--- config.mk ---
export PLATFORM = sky130hd
export DESIGN_NAME = ajb_ctrl
export DESIGN_NICKNAME = d
export VERILOG_FILES = /design/src/hw/rtl/ajb_pkg.sv /design/src/hw/rtl/ajb_ctrl.sv
export SDC_FILE = /design/constraint.sdc
export NUM_CORES = 1
export LEC_CHECK = 0
export ABC_AREA = 1
export BUFFER_PORTS_ARGS = -buffer_cell sky130_fd_sc_hd__buf_4
export CAP_MARGIN = 20
export CORE_ASPECT_RATIO = 1.25
export CORE_UTILIZATION = 30
export CTS_BUF_LIST = sky130_fd_sc_hd__clkbuf_16
export DETAILED_ROUTE_END_ITERATION = 6
export PLACE_DENSITY = 0.5
export SYNTH_ARGS = -nofsm -noshare
export SYNTH_HDL_FRONTEND = slang
export SYNTH_SLANG_ARGS = --single-unit
export TNS_END_PERCENT = 30
--- constraint.sdc ---
create_clock -name clk -period 1.5 [get_ports clk]
set_clock_uncertainty 0.1 [all_clocks]
set_input_delay 0.3 -clock clk [delete_from_list [all_inputs] [get_ports clk]]
set_output_delay 0.3 -clock clk [all_outputs]
set_load 0.01 [all_outputs]
--- src/hw/rtl/ajb_pkg.sv ---
// Shared types and constants for the audio jitter buffer.
`default_nettype none

package ajb_pkg;

    localparam int BYTE_W   = 8;
    localparam int SAMPLE_W = 16;

    typedef enum logic [0:0] {
        FUNC_PUSH = 1'b0,
        FUNC_TICK = 1'b1
    } func_t;

    typedef struct packed {
        logic push;
        logic tick;
        logic fetch;
    } cmd_t;

endpackage

`default_nettype wire

--- src/hw/rtl/ajb_ctrl.sv ---
// Sequencer for request intake and block playout.
`default_nettype none

module ajb_ctrl #(
    parameter int BLOCK_SAMPLES = 32
) (
    input  wire logic         clk,
    input  wire logic         rst_n,
    input  wire logic         in_valid,
    output      logic         in_ready,
    input  wire logic         in_func,
    output      logic         out_valid,
    input  wire logic         out_ready,
    output      logic         out_last,
    output      ajb_pkg::cmd_t cmd
);

    localparam int CNT_W = (BLOCK_SAMPLES > 1) ? $clog2(BLOCK_SAMPLES) : 1;

    typedef enum logic [2:0] {
        ST_IDLE  = 3'b001,
        ST_FETCH = 3'b010,
        ST_SEND  = 3'b100
    } state_t;

    state_t           state_reg, state_next;
    logic [CNT_W-1:0] cnt_reg, cnt_next;
    logic             in_acc;
    logic             out_acc;
    logic             at_last;

    assign in_ready  = (state_reg == ST_IDLE);
    assign out_valid = (state_reg == ST_SEND);
    assign in_acc    = in_valid & in_ready;
    assign out_acc   = out_valid & out_ready;
    assign at_last   = (cnt_reg == CNT_W'(BLOCK_SAMPLES - 1));
    assign out_last  = at_last;

    always_comb
    begin
        cmd.push  = in_acc & (in_func == ajb_pkg::FUNC_PUSH);
        cmd.tick  = in_acc & (in_func == ajb_pkg::FUNC_TICK);
        cmd.fetch = (state_reg == ST_FETCH);
    end

    always_comb
    begin
        state_next = state_reg;
        cnt_next   = cnt_reg;
        unique case (state_reg)
            ST_IDLE:
            begin
                if (cmd.tick)
                begin
                    state_next = ST_FETCH;
                    cnt_next   = '0;
                end
            end
            ST_FETCH:
            begin
                state_next = ST_SEND;
            end
            ST_SEND:
            begin
                if (out_acc)
                begin
                    if (at_last)
                    begin
                        state_next = ST_IDLE;
                    end
                    else
                    begin
                        state_next = ST_FETCH;
                        cnt_next   = cnt_reg + CNT_W'(1);
                    end
                end
            end
            default:
            begin
                state_next = ST_IDLE;
            end
        endcase
    end

    always_ff @(posedge clk or negedge rst_n)
    begin
        if (!rst_n)
        begin
            state_reg <= ST_IDLE;
            cnt_reg   <= '0;
        end
        else
        begin
            state_reg <= state_next;
            cnt_reg   <= cnt_next;
        end
    end

endmodule

`default_nettype wire

Word level (Yosys, flattened, before mapping) --
Cells that the tools add are included.
Word-level totals: bits in registers 8, bits of input ports 5, output and inout port bits 6, word-level logic and storage cells 26
Cells by class: $add $sub $neg 1, equality and inequality tests 7, multiplexer cells 8, bitwise gates (word level) 5, reductions and logical operators 3
Operators by type and width (count):
- $mux W5 | 3
- $pmux W5 S2 | 1
- $pmux W3 S3 | 1
- $mux W3 | 2
- $add A5 B1 Y5 const B | 1
- $eq A5 B5 Y1 const B | 1
- $and A1 B1 Y1 | 4
- $ne A2 B1 Y1 const B | 2
- $reduce_and A4 Y1 | 1
- $eq A3 B1 Y1 const B | 1
- $eq A3 B2 Y1 const B | 1
- $eq A3 B3 Y1 const B | 1
- $mux W2 | 1
- $ne A2 B2 Y1 const B | 1
- $reduce_and A2 Y1 | 1
- $reduce_bool A2 Y1 | 1
- $not A1 Y1 | 1

Longest topological paths before layout --
depth after elaboration 5, depth in mapped cells 10, gate-level depth less buffers 10

Worst setup path after synthesis --
Ideal clock, no wire load.
kind flip-flop to flip-flop, from register cnt_reg[0], to register cnt_reg[3], setup time 0.118 ns, arrival 1.415 ns, data required time 1.282 ns, path slack -0.132 ns, cell stages (with the launch flop) 11, path buffers 0, period minus slack after synthesis 1.632 ns, path through dfrtp_1 ha_1 nand2_1 nor2_1 ha_1 inv_1 nand3_1 nand2_2 nand3_4 nand2_1 nand2_1
Between the ends: elaborated cells on any way between the ends 7, those cells by class add/sub: 1; eq/ne: 2; mux: 3; reduce/logical: 1
RTL lines:
- start, declared | RTL line ajb_ctrl.sv:27 | logic [CNT_W-1:0] cnt_reg, cnt_next;
- start signal, assigned | RTL line ajb_ctrl.sv:95 | cnt_reg <= cnt_next;
- $eq A5 B5 Y1 | RTL line ajb_ctrl.sv:36 | assign at_last = (cnt_reg == CNT_W'(BLOCK_SAMPLES - 1));
- net out_last | RTL line ajb_ctrl.sv:14 | output logic out_last,
- $ne A2 B2 Y1 (no line)
- $reduce_and A4 Y1 (no line)
The timed path passes the listed nets, and every way through them passes these cells. The select of a mux whose other input is x is not followed. A chain may end at the register's enable or synchronous reset.

Worst setup path in the final report --
from register cnt_reg[0], to output port out_last
Between the ends: word-level cells in the longest chain between the ends 1
Ends and longest elaborated chain (RTL line):
- $eq A5 B5 Y1 | ajb_ctrl.sv:36
- end, declared | ajb_ctrl.sv:14
No other way between the ends.

==> summary.txt <==
Run status
  • Status: complete, but fails checks
  • Failing checks: setup timing

Floorplanning
  • Die width: 39.3 um
  • Core footprint: 1600 sq um
  • Die area: 1910 sq um
  • Height of the chip: roughly 49 um
  • Io pins: 11
  • Rows: 16
  • Starting Density: 0.326

Worst setup path
  • Crit Path Class: reg -> out
  • Maximum fanout along the worst path: 2
  • Max incr delay on CP: 380 ps
  • Worst Path Required: 1100 ps
  • Worst reg2reg path endpoint: cnt_reg[0]
  • Crit end category: output port
  • Worst EP arrival: 1300 ps
  • Worst flop-to-flop path startpoint: cnt_reg[0]
  • Startpoint Class: flop
  • Sequence of cells on the critical path: ha_2 -> nand2_2 -> nor2_2 -> ha_2 -> buf_6 -> buf_6
  • Reg2Reg Depth: 10
  • Reg2reg setup slack: -140 ps
  • Slowest-stage cell, CP: dfrtp_1

Routing
  • Wirelength per Cell: 11.3 um
  • DR pass1 iterations: 4
  • Via count: about 540
  • Initial DRC count: 10
  • Final WL: 1290 um
  • Post-DRT Antenna Nets: 0
  • Drc violations: 0
  • Via density: ~4.7

Placement
  • Dpl hpwl: 945 um
  • Placed insts: 105
  • # port buffers: 10
  • Placed inst area: 669 sq um
  • Pre-CTS setup slack: -161 ps
  • Routability cong.: 0.837

Logic synthesis
  • Synth area leaders: dfrtp_1 (34%), nand2_1 (13%), inv_1 (7.9%)
  • Sequential fraction of the synthesis area: 0.386
  • Ys Warns: 0
  • Top-area cell type share of the netlist area: 0.336
  • Yosys top cell by area: dfrtp_1
  • Post-Syn Area: 522 sq um
  • Yosys cell types: 17
  • Avg Synthesized Cell Area: 7.35 sq um
  • Seq cells post-synth: 8
  • Mapped Nets: between 70 and 80
  • Post-synthesis cell count: roughly 70

Clock tree
  • Worst-Skew Late Latency: around 230 ps
  • CTS Sinks: 8
  • Root buf cell: clkbuf_16
  • H-Tree Depth: 1
  • Worst-path clk slew: roughly 40 ps
  • Longest Clk Path Bufs: 2
  • CTS tree: built
  • Cts bufs inserted: 3

Layout
  • Finished Cell Area: 836 sq um
  • Area delta synth->final: 60.2%
  • Post-layout util: 0.522
  • Net count, final: 104
  • Share of post-route cells with drive strength above 1: 0.469
  • Fin cells: 114
  • Ant diodes: 0
  • Number of flip-flops in the largest register: 5
  • Filler cells: around 160

Worst hold path
  • Hold path start: out_ready
  • Worst Hold End: state_reg[2]
  • Min-Delay Path Depth: 4
  • Hold/Removal Path Class: in -> reg

GRT
  • Via count of the first global-routing pass: 511
  • Initial antenna violation count: 0
  • GRT Util Overall: 0.163
  • Total gr overflow: 0
  • Global-route wire length before repair: ~2000 um
  • Largest net degree at the start of global routing: 9

Pwr
  • Max IR drop VDD: about 930 uV
  • Clock share of power: 0.313
  • Tot Pwr: ~1.4 mW
  • Switching fraction of total power: 0.381
  • Gate power share: 0.455
  • Int Power: 0.891 mW
  • Sequential Power Share: 0.231
  • PD cells: 1720 nW/um^2
  • Pleak: 0.446 nW
  • Switching power: 0.549 mW

Timing
  • Fin. Hold Viols: 0
  • Fmax: roughly 0.59 GHz
  • WHS: 308 ps
  • Fin crit period: 1700 ps
  • Setup TNS: -1110 ps
  • Slew of the pin with the lowest slew margin: approximately 230 ps
  • Setup ws final: -204 ps
  • Final setup viols: 11
  • Fin crit share: 1.14
  • Count of pins over their slew limit: 0
  • Slew headroom: 0.847
  • RSZ-0062 raised after global routing: yes

Job
  • Maxcap violations: 0
critical path: cells and delay by family (launching register included):
| family | cells | cell delay [ps] |
|---|---|---|
| fa+ha+maj | 2 | 370 |
| simple gates | 2 | 110 |
| flops | 1 | 380 |
| buf+inv | 2 | 220 |
kinds of logic after synthesis:
group	share of synthesized area
AND/OR/NAND/NOR	0.410
buffers and inverters	0.115
flip-flops	0.386
AO/OA/AOI/OAI	0.0408
adder cells (fa/ha/maj)	0.0480
final cells by class:
| cell class | count | area (sq um) | share of cell area |
|---|---|---|---|
| flip-flops and latches | 8 | 201 | 0.241 |
| well taps | 18 | 22.5 | 0.0269 |
| clock inverters | 1 | 3.75 | 0.00449 |
| multi-input cells | 47 | 305 | 0.365 |
| repair buffers | 21 | 168 | 0.201 |
| inverters | 16 | 60.1 | 0.0719 |
| clock buffers | 3 | 75.1 | 0.0898 |
metal layers:
metal / GRT usage / vias to the layer above / wire length (um)
li1: - / 268 / -
met1: 0.147 / 252 / 484
met2: 0.267 / 12 / 692
met3: 0.0459 / 6 / 51
met4: 0.149 / 0 / 61
met5: 0 / - / 0
timing repair:
action | 4_1_cts | 5_1_grt
gates cloned | 0 | 0
hold endpoints to repair | 8 | 0
buffers inserted | 1 | 3
resized for setup | 8 | 3
pin swaps | 6 | 5
hold buffers | 1 | 0
endpoints found under the setup margin | 13 | 13
cells in the final DEF, fill, tap and decap left out, types with 3 or more instances in the layout:
| cell | instances |
|---|---|
| inv_1 | 12 |
| nand2_1 | 16 |
| nand2_2 | 3 |
| nand4_1 | 4 |
| nor2_1 | 8 |
| buf_4 | 18 |
| clkbuf_16 | 3 |
| inv_2 | 5 |
| dfrtp_1 | 7 |
cells in the mapped netlist, drive strengths merged:
library cell / number
ha: 2
o21ai: 1
nand4: 4
dfstp: 1
inv: 16
a21oi: 1
nand3: 6
dfrtp: 7
nor2: 11
nor3: 2
nand2: 20
worst max path at each step:
stage | endpoint | cells past startpoint | slack, ps | from
final | out_last | 6 | -200 | cnt_reg[0]
after global routing | out_last | 6 | -250 | cnt_reg[1]
after floorplan | cnt_reg[3] | 10 | -80 | cnt_reg[0]
after detailed placement | cnt_reg[0] | 10 | -160 | cnt_reg[0]
after global placement | cnt_reg[0] | 10 | -160 | cnt_reg[0]
after CTS | out_last | 6 | -220 | cnt_reg[1]
power groups by stage:
| stage | sequential, mW | combinational (mW) | clock (mW) |
|---|---|---|---|
| after floorplan | 0.323 | 0.373 | 0 |
| after global placement | 0.322 | 0.555 | 0 |
| after detailed placement | 0.325 | 0.553 | 0 |
| after CTS | 0.329 | 0.594 | 0.461 |
| after global routing | 0.336 | 0.733 | 0.477 |
| final | 0.333 | 0.656 | 0.451 |
Note: power is estimated with default switching activity, not from simulation.
